===== config.mk =====
export PLATFORM = sky130hd
export DESIGN_NAME = playfair_pair_encrypt_core
export DESIGN_NICKNAME = d
export VERILOG_FILES = /design/src/rtl/pfe_pkg.sv /design/src/rtl/pfe_square_builder.sv /design/src/rtl/playfair_pair_encrypt_core.sv
export VERILOG_INCLUDE_DIRS = /design/src /design/src/rtl
export SDC_FILE = /design/constraint.sdc
export NUM_CORES = 1
export LEC_CHECK = 0
export BUFFER_PORTS_ARGS = -buffer_cell sky130_fd_sc_hd__buf_4
export CAP_MARGIN = 20
export CORE_UTILIZATION = 55
export DETAILED_ROUTE_END_ITERATION = 10
export PLACE_DENSITY = 0.69
export SLEW_MARGIN = 10
export SYNTH_ARGS = -nofsm -noshare
export SYNTH_HDL_FRONTEND = slang
export SYNTH_SLANG_ARGS = --single-unit

===== constraint.sdc =====
create_clock -name clk -period 9.8 [get_ports clk]
set_clock_uncertainty 0.1 [all_clocks]
set_input_delay 1.96 -clock clk [delete_from_list [all_inputs] [get_ports clk]]
set_output_delay 1.96 -clock clk [all_outputs]
set_load 0.005 [all_outputs]

===== src/rtl/playfair_pair_encrypt_core_macros.svh =====
// Assertion macros for the Playfair pair encryptor.
// Used by the top level only; no other dependencies.
`ifndef PLAYFAIR_PAIR_ENCRYPT_CORE_MACROS_SVH
`define PLAYFAIR_PAIR_ENCRYPT_CORE_MACROS_SVH

`ifndef ASSERT_OFF
// same-cycle implication
`define PFE_ASSERT_IMPL(label, clk, rst, ante, cons) \
  label: assert property (@(posedge clk) disable iff (rst) (ante) |-> (cons)) \
    else $error("same-cycle check failed");
// next-cycle implication
`define PFE_ASSERT_NEXT(label, clk, rst, ante, cons) \
  label: assert property (@(posedge clk) disable iff (rst) (ante) |=> (cons)) \
    else $error("next-cycle check failed");
`else
`define PFE_ASSERT_IMPL(label, clk, rst, ante, cons)
`define PFE_ASSERT_NEXT(label, clk, rst, ante, cons)
`endif

`endif


===== src/rtl/pfe_pkg.sv =====
// Shared types, constants and helpers for the Playfair pair encryptor.
// No dependencies.
`default_nettype none

package pfe_pkg;

  localparam int SQ_DIM   = 5;
  localparam int SQ_CELLS = 25;
  localparam int LETTERS  = 26;
  localparam int KEY_MAX  = 24;
  localparam int KEY_SLOTS = 24;   // letters held by the two key registers

  localparam logic [4:0] LETTER_I = 5'd8;
  localparam logic [4:0] LETTER_J = 5'd9;
  localparam logic [4:0] LETTER_X = 5'd23;

  // configuration register indexes
  localparam logic [1:0] REG_KEY_LOW  = 2'd0;
  localparam logic [1:0] REG_KEY_HIGH = 2'd1;
  localparam logic [1:0] REG_KEY_LEN  = 2'd2;

  typedef enum logic [1:0] {
    BLD_KEY,
    BLD_FILL,
    BLD_DONE
  } build_state_t;

  // square build status and write command, builder -> top
  typedef struct packed {
    logic       busy;
    logic       wr_en;
    logic [4:0] sq_idx;
    logic [4:0] letter;
  } sq_build_t;

  // out-of-range codes read as X, J reads as I
  function automatic logic [4:0] clean_letter(input logic [4:0] raw);
    logic [4:0] v;
    v = raw;
    if (raw >= 5'(LETTERS)) v = LETTER_X;
    else if (raw == LETTER_J) v = LETTER_I;
    return v;
  endfunction

  function automatic logic [2:0] cell_row(input logic [4:0] sq_idx);
    logic [2:0] r;
    if (sq_idx >= 5'd20)      r = 3'd4;
    else if (sq_idx >= 5'd15) r = 3'd3;
    else if (sq_idx >= 5'd10) r = 3'd2;
    else if (sq_idx >= 5'd5)  r = 3'd1;
    else                      r = 3'd0;
    return r;
  endfunction

  function automatic logic [4:0] row_base(input logic [2:0] row);
    return {row, 2'b00} + {2'b00, row};
  endfunction

  function automatic logic [2:0] cell_col(input logic [4:0] sq_idx);
    logic [4:0] c;
    c = sq_idx - row_base(cell_row(sq_idx));
    return c[2:0];
  endfunction

  function automatic logic [2:0] wrap_inc(input logic [2:0] v);
    return (v == 3'(SQ_DIM - 1)) ? 3'd0 : v + 3'd1;
  endfunction

endpackage

`default_nettype wire


===== src/rtl/pfe_square_builder.sv =====
// Key square sequencer: walks the key letters, then the alphabet, one step
// a cycle, and issues cell writes. Depends on pfe_pkg.
`default_nettype none

module pfe_square_builder import pfe_pkg::*; #(
  parameter int KEY_LIMIT = KEY_MAX
) (
  input  wire logic        clk,
  input  wire logic        rst,
  input  wire logic        start,
  input  wire logic [59:0] key_low,
  input  wire logic [59:0] key_high,
  input  wire logic [4:0]  key_len,
  output sq_build_t        bld
);

  build_state_t state, state_next;
  logic [4:0]   idx, idx_next;
  logic [4:0]   ch, ch_next;
  logic [4:0]   n, n_next;
  logic [LETTERS-1:0] used, used_next;

  logic [4:0] key_arr [KEY_SLOTS];
  logic [4:0] len_sat;
  logic [4:0] raw;
  logic [4:0] cand;
  logic       cand_ok;
  logic       wr_en;

  always_comb begin
    for (int i = 0; i < KEY_SLOTS / 2; i++) begin
      key_arr[i]                 = key_low[i*5 +: 5];
      key_arr[i + KEY_SLOTS / 2] = key_high[i*5 +: 5];
    end
  end

  assign len_sat = (key_len > 5'(KEY_LIMIT)) ? 5'(KEY_LIMIT) : key_len;

  always_ff @(posedge clk) begin
    if (rst || start) begin
      state <= BLD_KEY;
      idx   <= '0;
      ch    <= '0;
      n     <= '0;
      used  <= '0;
    end else begin
      state <= state_next;
      idx   <= idx_next;
      ch    <= ch_next;
      n     <= n_next;
      used  <= used_next;
    end
  end

  always_comb begin
    state_next = state;
    idx_next   = idx;
    ch_next    = ch;
    n_next     = n;
    used_next  = used;
    raw        = '0;
    cand       = '0;
    cand_ok    = 1'b0;
    unique case (state)
      BLD_KEY: begin
        if (idx >= len_sat) begin
          state_next = BLD_FILL;
        end else begin
          raw      = key_arr[idx];
          cand_ok  = (raw < 5'(LETTERS));
          cand     = (raw == LETTER_J) ? LETTER_I : raw;
          idx_next = idx + 5'd1;
        end
      end
      BLD_FILL: begin
        cand    = ch;
        cand_ok = (ch != LETTER_J);
        ch_next = ch + 5'd1;
        if (ch == 5'(LETTERS - 1)) state_next = BLD_DONE;
      end
      BLD_DONE: begin
      end
      default: state_next = BLD_DONE;
    endcase
    wr_en = cand_ok && !used[cand] && (n < 5'(SQ_CELLS));
    if (wr_en) begin
      used_next[cand] = 1'b1;
      n_next          = n + 5'd1;
    end
  end

  assign bld.busy   = (state != BLD_DONE);
  assign bld.wr_en  = wr_en;
  assign bld.sq_idx = n;
  assign bld.letter = cand;

endmodule

`default_nettype wire


===== src/rtl/playfair_pair_encrypt_core.sv =====
// Playfair pair encryptor, top level: config registers, square memories,
// two-stage lookup pipeline. Depends on pfe_pkg, pfe_square_builder, macros.
//
// Usage:
//  - cfg channel (cfg_valid/cfg_ready, cfg_index, cfg_data): writes key_letters_low
//    (0), key_letters_high (1), key_length (2); other indexes are dropped.
//    cfg_ready is always high. Every write, and reset, starts a rebuild of
//    the key square; s_tready stays low until it is done.
//  - s channel: one plaintext pair per transfer. The accepted pair's valid
//    passes the v1 then the v2 register, and m_tvalid is v2; throughput one
//    pair per cycle while m_tready is high and no rebuild is running.
//  - Stage 1 registers the two letter-position reads, stage 2 the two
//    square reads into the output register.
//  - m channel: one cipher pair per input. When the receiver stalls, the
//    result holds in the output register and stage 1 still takes one more
//    pair; s_tready then drops until the output moves.
//  - rst (synchronous) clears the key registers and pipeline valids and
//    starts a rebuild giving the plain alphabetic square.
`default_nettype none
`include "playfair_pair_encrypt_core_macros.svh"

module playfair_pair_encrypt_core import pfe_pkg::*; #(
  parameter int KEY_LIMIT = KEY_MAX
) (
  input  wire logic        clk,
  input  wire logic        rst,
  // configuration write channel
  input  wire logic        cfg_valid,
  output logic             cfg_ready,
  input  wire logic [1:0]  cfg_index,
  input  wire logic [59:0] cfg_data,
  // plaintext pair in
  input  wire logic        s_tvalid,
  output logic             s_tready,
  input  wire logic [15:0] s_tdata,   // [4:0] first_letter, [9:5] second_letter, rest 0
  input  wire logic        s_tuser,   // [0] lone_letter
  // cipher pair out
  output logic             m_tvalid,
  input  wire logic        m_tready,
  output logic [15:0] m_tdata    // [4:0] first_cipher, [9:5] second_cipher, rest 0
);

  logic [59:0] key_low, key_high;
  logic [4:0]  key_len;
  logic        cfg_fire;
  sq_build_t   bld;

  assign cfg_ready = 1'b1;
  assign cfg_fire  = cfg_valid && cfg_ready;

  always_ff @(posedge clk) begin
    if (rst) begin
      key_low  <= '0;
      key_high <= '0;
      key_len  <= '0;
    end else if (cfg_fire) begin
      unique case (cfg_index)
        REG_KEY_LOW:  key_low  <= cfg_data;
        REG_KEY_HIGH: key_high <= cfg_data;
        REG_KEY_LEN:  key_len  <= cfg_data[4:0];
        default: ;
      endcase
    end
  end

  // restart on any write transfer; a dropped index rebuilds the same square
  pfe_square_builder #(
    .KEY_LIMIT (KEY_LIMIT)
  ) u_builder (
    .clk      (clk),
    .rst      (rst),
    .start    (cfg_fire),
    .key_low  (key_low),
    .key_high (key_high),
    .key_len  (key_len),
    .bld      (bld)
  );

  // square memories: cell -> letter, letter -> cell (J entry never read)
  logic [4:0] sq_mem  [SQ_CELLS];
  logic [4:0] pos_mem [LETTERS];

  always_ff @(posedge clk) begin
    if (bld.wr_en) begin
      sq_mem[bld.sq_idx]  <= bld.letter;
      pos_mem[bld.letter] <= bld.sq_idx;
    end
  end

  // pipeline control
  logic v1, v2;
  logic en1, en2;
  logic s_fire;

  assign en2      = !v2 || m_tready;
  assign en1      = !v1 || en2;
  assign s_tready = en1 && !bld.busy;
  assign s_fire   = s_tvalid && s_tready;

  always_ff @(posedge clk) begin
    if (rst) begin
      v1 <= 1'b0;
      v2 <= 1'b0;
    end else begin
      if (en1) v1 <= s_fire;
      if (en2) v2 <= v1;
    end
  end

  // stage 0: letter cleanup, equal pair and lone letter take X
  logic [4:0] let_a, let_b, let_b_raw;

  assign let_a     = clean_letter(s_tdata[4:0]);
  assign let_b_raw = s_tuser ? LETTER_X : clean_letter(s_tdata[9:5]);
  assign let_b     = (let_a == let_b_raw) ? LETTER_X : let_b_raw;

  logic [4:0] pos_a, pos_b;

  always_ff @(posedge clk) begin
    if (s_fire) begin
      pos_a <= pos_mem[let_a];
      pos_b <= pos_mem[let_b];
    end
  end

  // stage 1: pick the cipher cells
  logic [2:0] r1, c1, r2, c2;
  logic [4:0] cell_a, cell_b;

  assign r1 = cell_row(pos_a);
  assign c1 = cell_col(pos_a);
  assign r2 = cell_row(pos_b);
  assign c2 = cell_col(pos_b);

  always_comb begin
    priority if (r1 == r2) begin
      cell_a = row_base(r1) + {2'b00, wrap_inc(c1)};
      cell_b = row_base(r2) + {2'b00, wrap_inc(c2)};
    end else if (c1 == c2) begin
      cell_a = row_base(wrap_inc(r1)) + {2'b00, c1};
      cell_b = row_base(wrap_inc(r2)) + {2'b00, c2};
    end else begin
      // rectangle: own row, partner's column
      cell_a = row_base(r1) + {2'b00, c2};
      cell_b = row_base(r2) + {2'b00, c1};
    end
  end

  // stage 2: square reads land in the output register
  logic [4:0] ciph_a, ciph_b;

  always_ff @(posedge clk) begin
    if (en2 && v1) begin
      ciph_a <= sq_mem[cell_a];
      ciph_b <= sq_mem[cell_b];
    end
  end

  assign m_tvalid = v2;
  assign m_tdata  = {6'b000000, ciph_b, ciph_a};

  // checks
  `PFE_ASSERT_NEXT(a_cfg_rebuild, clk, rst, cfg_fire, bld.busy)
  `PFE_ASSERT_NEXT(a_accept_fills_s1, clk, rst, s_fire, v1)
  `PFE_ASSERT_IMPL(a_cipher_range, clk, rst, m_tvalid,
                   (m_tdata[4:0] < 5'd26) && (m_tdata[9:5] < 5'd26))
  `PFE_ASSERT_IMPL(a_no_write_idle, clk, rst, !bld.busy, !bld.wr_en)

endmodule

`default_nettype wire


==> impl_metrics.csv, run 1 <==
group,metric,value,unit
sta,timing.slew.headroom,19.7,%
sta,holdWs,353,ps
die,initial_util,56.2,%
critical_path,crit_path_frequent_cell,"sky130_fd_sc_hd__nand2_1",
critical_path,crit_chain,"buf_4, mux2i_1, a22oi_1, nand3_1, o211ai_1, a32oi_1, inv_1, buf_8, nand2_1, o221ai_1, and4bb_1, nand2_1, nor2_1",
pwr,combinationalPowerShare,6.8,%
critical_path,crit_required,9900,ps
die,die_y,204,um
route,routedWlPerCell,21.7,um
pwr,seqPwrFrac,49.9,%
layout,seqCellArea,0.0117,sq mm
die,io_pins,103,
sta,finalSetupTns,0,ps
sta,worstMarginPinSlew,1210,ps
logic_synthesis,post_synth_instance_area,0.0225,sq mm
sta,drv_slew,0,
placed_design,final_hpwl_from_detailed_placement,39.1,mm
route,vias_after_detailed_routing,16668,
flow_run,timing.max_cap.violations,0,
logic_synthesis,count_of_synthesis_stage_warnings_from_yosys,0,
route,routed_via_density,6.20,
layout,areaGrowthSynthToFinish,11.6,%
layout,layout.cells.most_common,"sky130_fd_sc_hd__nand2_1",
critical_path,critical_path_class,"register to register",
die,core_area,0.0401,sq mm
pwr,swShare,22.5,%
logic_synthesis,synth-edff-count,275,
critical_path,crit_buf_inv,3,
route,drt-total-wl,58.3,mm
critical_path,crit-reg2reg-capture,"sq_mem[19][1]",
layout,drive_gt1_share,14.5,%
logic_synthesis,syn-instance-count,2087,
route,initialDrtViolationCount,1597,
die,die_area,0.0418,sq mm
layout,most_frequent_cells_in_the_layout,"389 x sky130_fd_sc_hd__nand2_1, 275 x sky130_fd_sc_hd__edfxtp_1, 184 x sky130_fd_sc_hd__a21oi_1, 169 x sky130_fd_sc_hd__dfxtp_1, 135 x sky130_fd_sc_hd__mux2i_1",
layout,multiInputGateArea,0.0101,sq mm
pwr,p_per_area,161,mW/mm^2
clock_network,post_cts.resized_instances,0,
critical_path,path_max_fanout,25,
logic_synthesis,postSynthRegisterBits,445,
grt,grt_pass1_vias,16187,
sta,finalSetupViolCount,0,
pwr,power.ir.vdd_worst,0.136,mV
pwr,internal_power,0.00313,W
pwr,p_sw,0.000908,W
sta,min_period_over_period,67.7,%
critical_path,cp_launch_type,"register",
grt,grtUsageTotal,28.2,%
sta,layout_setup_ws,3170,ps
layout,antenna_diode_count,0,
die,dieWidth,204,um
pwr,total_leakage_power,8.82,nW
hold_path,hold_path_class,"register to register",
placed_design,numPlacedInstances,2596,
critical_path,critical_path.startpoint,"u_builder.idx[1]",
grt,globalRoute.totalOverflow,0,
logic_synthesis,synthDistinctLibCells,86,
grt,grt_start_max_net_pins,100,
placed_design,placement.setup.worst_slack,3300,ps
die,placement_rows,73,
logic_synthesis,synth_async_sr_flop_share,0,%
layout,filler_cell_count,3116,
clock_network,clkLatencyLatePin,590,ps
layout,stdcell_count,2687,
route,firstDrtPassIters,7,
sta,timing.fmax,151,MHz
clock_network,cts_hold_buffers,0,
layout,finish.net_count,2261,
clock_network,cts_made_buffers,47,
critical_path,ff2ff_path_depth,13,
sta,count_of_final_hold_check_violations,0,
clock_network,numClockSinks,445,
critical_path,critPathSlowestCell,"sky130_fd_sc_hd__a32oi_1",
clock_network,ctsLongestPathBuffers,3,
placed_design,place_congestion,0.890,
critical_path,critical_path.reg2reg.startpoint,"u_builder.idx[1]",
logic_synthesis,synth.yosys.seq_area_share,51.8,%
grt,grt_first_pass_wirelength,90.7,mm
status,run_status,"complete, no violations",
critical_path,critPathArrivalTime,6730,ps
hold_path,hold_path.startpoint,"key_high[15]",
clock_network,cts-root-buf,"sky130_fd_sc_hd__clkbuf_16",
clock_network,cts_tree,"yes",
logic_synthesis,dominantRegCellSynth,"sky130_fd_sc_hd__edfxtp_1",
hold_path,worst_hold_path.endpoint,"key_high[15]",
sta,timing.final.crit_period,6630,ps
clock_network,clkSlewWorstSetupHoldPaths,60,ps
placed_design,port_buffers,89,
route,route.detailed.drc,0,
route,ant_nets,0,
critical_path,timing.critical_path.to_type,"register",
logic_synthesis,postSynthAreaPerCell,10.8,sq um
critical_path,critPathMaxStageDelay,990,ps
clock_network,h-tree-depth,2,
grt,initial_antenna_violation_count,0,
clock_network,cts_post_setup_buffers_inserted,0,
critical_path,critPathTopFamily,"simple AND/OR/NAND/NOR gates",
critical_path,ff2ff_setup_slack,3170,ps
pwr,clock_power_share,43.3,%
sta,rsz0062_at_grt,"false",
hold_path,min_path_cells,2,
==> synth_stat cells, types with 12 or more instances <==
cell type	n	area (sq um)
sky130_fd_sc_hd__nand3_1	49	245
sky130_fd_sc_hd__xor2_1	12	105
sky130_fd_sc_hd__dfxtp_1	170	3400
sky130_fd_sc_hd__a211oi_1	23	173
sky130_fd_sc_hd__a21oi_1	184	921
sky130_fd_sc_hd__edfxtp_1	275	8260
sky130_fd_sc_hd__a31oi_1	14	87.6
sky130_fd_sc_hd__o221ai_1	16	140
sky130_fd_sc_hd__nor3_1	14	70.1
sky130_fd_sc_hd__nand4_1	14	87.6
sky130_fd_sc_hd__a21o_1	13	97.6
sky130_fd_sc_hd__a32oi_1	12	105
sky130_fd_sc_hd__mux2_2	29	327
sky130_fd_sc_hd__a32o_1	13	130
sky130_fd_sc_hd__mux4_2	57	1280
sky130_fd_sc_hd__buf_2	17	85.1
sky130_fd_sc_hd__inv_1	49	184
sky130_fd_sc_hd__nor2_1	111	417
sky130_fd_sc_hd__o21ai_0	54	270
sky130_fd_sc_hd__nand2_1	389	1460
sky130_fd_sc_hd__buf_4	19	143
sky130_fd_sc_hd__o211ai_1	14	105
sky130_fd_sc_hd__xnor2_1	12	105
sky130_fd_sc_hd__ha_1	42	526
sky130_fd_sc_hd__clkbuf_1	89	334
sky130_fd_sc_hd__a22oi_1	18	135
sky130_fd_sc_hd__o22ai_1	34	213
sky130_fd_sc_hd__mux2i_1	135	1350
sky130_fd_sc_hd__nor2b_1	33	206
==> final cells by class <==
| cell class | instances | area share [%] |
|---|---|---|
| multi-input combinational | 1454 | 40.2 |
| clock inverter | 13 | 0.428 |
| clock buffer | 73 | 5.65 |
| tap | 525 | 2.61 |
| inverter | 53 | 0.801 |
| timing repair buffer | 124 | 3.94 |
| sequential | 445 | 46.4 |
==> worst max-delay path by stage <==
stage,end,slack [ps],cells after the start
6_report,sq_mem[19][1],3170,13
3_3_place_gp,sq_mem[19][0],3410,12
5_1_grt,sq_mem[19][1],2850,13
4_1_cts,sq_mem[23][1],3260,12
2_1_floorplan,pos_b[0],4670,14
3_5_place_dp,sq_mem[23][0],3300,12
==> flip-flops by register name (all words and copies together), names as in the netlist, 2 cells and up <==
signal and count:
ciph_a 5, ciph_b 5, key_high 60, key_len 5
key_low 60, pos_a 5, pos_b 5, pos_mem 130
sq_mem 125, u_builder.ch 5, u_builder.idx 5, u_builder.n 5
u_builder.state 2, u_builder.used 26
==> per-layer routing <==
metal	wire length [um]	GRT usage [%]	vias up
met5	0	0	-
met4	1640	9.65	0
met1	24500	38.0	8110
li1	-	-	7778
met3	4110	4.53	110
met2	28100	46.2	670
==> logic make-up after synthesis <==
logic type | count (synthesis) | share of synthesized area, %
xor+xnor | 27 | 1.20
mux | 221 | 13.2
fa+ha+maj | 53 | 3.27
simple gates | 673 | 13.1
buf+inv | 193 | 3.77
compound gates | 473 | 13.7
other cells | 2 | 0.0334
flops | 445 | 51.8
==> tightest hold or removal path, stage by stage (launching register included) <==
cell                      delay (ps)
sky130_fd_sc_hd__dfxtp_1         310
sky130_fd_sc_hd__nand2_1          50
sky130_fd_sc_hd__a21oi_1          50
==> per-stage QoR <==
step                area, sq um  utilization (%)  total power (W)
global route              25100             62.7          0.00415
CTS                       25000             62.4          0.00406
global placement          23500             58.6          0.00232
detailed placement        23500             58.6          0.00232
floorplan                 22500                -          0.00223
finish                    25100             62.7          0.00404
==> power by group through the flow <==
| stage | Sequential (W) | Clock (W) | Combinational, W |
|---|---|---|---|
| 2_1_floorplan | 0.00205 | 0 | 0.000174 |
| 3_3_place_gp | 0.00205 | 0 | 0.000263 |
| 3_5_place_dp | 0.00206 | 0 | 0.000268 |
| 4_1_cts | 0.00202 | 0.00178 | 0.000269 |
| 5_1_grt | 0.00202 | 0.00184 | 0.000295 |
| 6_report | 0.00202 | 0.00175 | 0.000273 |
Power figures use the tool's default switching activity.
==> run 2: changes to the inputs <==
==> constraint.sdc (replaced) <==
create_clock -name clk -period 6.5 [get_ports clk]
set_clock_uncertainty 0.1 [all_clocks]
set_input_delay 1.3 -clock clk [delete_from_list [all_inputs] [get_ports clk]]
set_output_delay 1.3 -clock clk [all_outputs]
set_load 0.005 [all_outputs]
==> impl_metrics.csv, run 2 (synthesis gave the netlist of run 1 again) <==
group,metric,value,unit
pwr,seqPwrFrac,49.6,%
clock_network,clkSlewWorstSetupHoldPaths,60,ps
sta,min_period_over_period,90.6,%
die,io_pins,103,
layout,most_frequent_cells_in_the_layout,"389 x sky130_fd_sc_hd__nand2_1, 275 x sky130_fd_sc_hd__edfxtp_1, 184 x sky130_fd_sc_hd__a21oi_1, 169 x sky130_fd_sc_hd__dfxtp_1, 135 x sky130_fd_sc_hd__mux2i_1",
die,die_area,0.0418,sq mm
critical_path,ff2ff_setup_slack,610,ps
clock_network,cts_tree,"yes",
critical_path,critPathArrivalTime,6000,ps
grt,grt_pass1_vias,16107,
critical_path,crit-reg2reg-capture,"sq_mem[23][1]",
die,core_area,0.0401,sq mm
layout,max_flop_register,"pos_mem",
hold_path,worst_hold_path.endpoint,"key_high[55]",
placed_design,final_hpwl_from_detailed_placement,39.7,mm
grt,globalRoute.totalOverflow,0,
clock_network,cts-root-buf,"sky130_fd_sc_hd__clkbuf_16",
route,drt-total-wl,58.1,mm
flow_run,timing.max_cap.violations,0,
pwr,swShare,22.7,%
route,vias_after_detailed_routing,16713,
route,routedWlPerCell,21.6,um
critical_path,ff2ff_path_depth,13,
sta,timing.final.crit_period,5890,ps
pwr,total_leakage_power,8.87,nW
sta,rsz0062_at_grt,"false",
clock_network,h-tree-depth,2,
route,initialDrtViolationCount,1616,
pwr,p_sw,0.00139,W
grt,initial_antenna_violation_count,0,
critical_path,critical_path_class,"register to register",
placed_design,numPlacedInstances,2609,
critical_path,cp_launch_type,"register",
die,placement_rows,73,
layout,antenna_diode_count,0,
pwr,p_per_area,243,mW/mm^2
clock_network,clkLatencyLatePin,590,ps
pwr,combinationalPowerShare,6.7,%
die,initial_util,56.2,%
grt,grtUsageTotal,28.1,%
sta,timing.slew.headroom,24.3,%
sta,finalSetupTns,0,ps
sta,timing.fmax,170,MHz
route,firstDrtPassIters,6,
layout,areaGrowthSynthToFinish,11.9,%
layout,largest_register_ffs,130,
clock_network,post_cts.resized_instances,0,
clock_network,cts_hold_buffers,0,
critical_path,timing.critical_path.to_type,"register",
route,ant_nets,0,
sta,count_of_final_hold_check_violations,0,
critical_path,critical_path.reg2reg.startpoint,"u_builder.idx[1]",
pwr,internal_power,0.00474,W
layout,layout.cells.most_common,"sky130_fd_sc_hd__nand2_1",
pwr,power.ir.vdd_worst,0.188,mV
sta,holdWs,353,ps
clock_network,ctsLongestPathBuffers,3,
hold_path,hold_path.startpoint,"key_high[55]",
critical_path,path_max_fanout,33,
layout,drive_gt1_share,15.1,%
grt,grt_start_max_net_pins,110,
sta,drv_slew,0,
status,run_status,"complete, no violations",
placed_design,place_congestion,0.923,
clock_network,cts_made_buffers,45,
grt,grt_first_pass_wirelength,90.5,mm
die,die_y,204,um
layout,stdcell_count,2693,
critical_path,crit_required,6610,ps
placed_design,port_buffers,89,
route,route.detailed.drc,0,
die,dieWidth,204,um
clock_network,cts_post_setup_buffers_inserted,0,
hold_path,hold_path_class,"register to register",
layout,largest_registers_in_the_final_layout,"pos_mem x130, sq_mem x125",
sta,worstMarginPinSlew,1140,ps
layout,finish.net_count,2268,
route,routed_via_density,6.21,
sta,finalSetupViolCount,0,
hold_path,min_path_cells,2,
pwr,clock_power_share,43.7,%
clock_network,numClockSinks,445,
[run 2: through the flow]
| step | instance area, sq um | power (W) | util (%) | setup WS, ps |
|---|---|---|---|---|
| after floorplan | 22500 | 0.00336 | - | 1390 |
| after global placement | 23600 | 0.00350 | 58.9 | 773 |
| after detailed placement | 23600 | 0.00351 | 59.0 | 628 |
| after CTS | 25200 | 0.00616 | 62.8 | 553 |
| after global routing | 25200 | 0.00631 | 62.9 | 242 |
| final | 25200 | 0.00613 | 62.9 | 610 |
[run 2: layout make-up]
cell class | instances | area (sq um)
inverter | 53 | 201
tap | 525 | 657
timing repair buffer | 133 | 1040
clock inverter | 16 | 158
fill | 3216 | 14900
multi-input combinational | 1454 | 10100
clock buffer | 67 | 1390
sequential | 445 | 11700
[run 2: metal layers]
layer / GRT usage, % / vias to the layer above / wire length [um]
met5: 0 / - / 0
met4: 8.37 / 0 / 1440
met3: 4.15 / 96 / 3840
met2: 46.8 / 632 / 28400
met1: 38.1 / 8187 / 24400
li1: - / 7798 / -
[run 2: how the worst max path moves through the flow]
stage | startpoint | end | slack [ps] | cells past startpoint
floorplan | pos_b[3] | ciph_b[1] | 1390 | 21
global placement | pos_a[1] | ciph_a[2] | 770 | 19
detailed placement | u_builder.idx[0] | sq_mem[23][0] | 630 | 15
CTS | u_builder.idx[0] | sq_mem[23][3] | 550 | 15
global route | u_builder.idx[0] | sq_mem[23][4] | 240 | 15
finish | u_builder.idx[1] | sq_mem[23][1] | 610 | 13
[run 2: worst max-delay path, stage by stage, from the launching register on]
cell,delay [ps]
sky130_fd_sc_hd__dfxtp_2,510
sky130_fd_sc_hd__buf_4,420
sky130_fd_sc_hd__mux2i_1,150
sky130_fd_sc_hd__and3_1,230
sky130_fd_sc_hd__o41a_1,380
sky130_fd_sc_hd__a221oi_1,530
sky130_fd_sc_hd__o211a_1,350
sky130_fd_sc_hd__nor2_4,120
sky130_fd_sc_hd__inv_4,300
sky130_fd_sc_hd__mux2i_1,260
sky130_fd_sc_hd__o221ai_1,200
sky130_fd_sc_hd__and4bb_1,860
sky130_fd_sc_hd__nand2_1,470
sky130_fd_sc_hd__nor2_1,600
[run 2: power by group through the flow]
stage | Sequential, W | Combinational (W) | Clock (W)
floorplan | 0.00309 | 0.000262 | 0
global placement | 0.00310 | 0.000397 | 0
detailed placement | 0.00310 | 0.000405 | 0
CTS | 0.00304 | 0.000408 | 0.00271
global route | 0.00304 | 0.000447 | 0.00282
finish | 0.00304 | 0.000413 | 0.00268
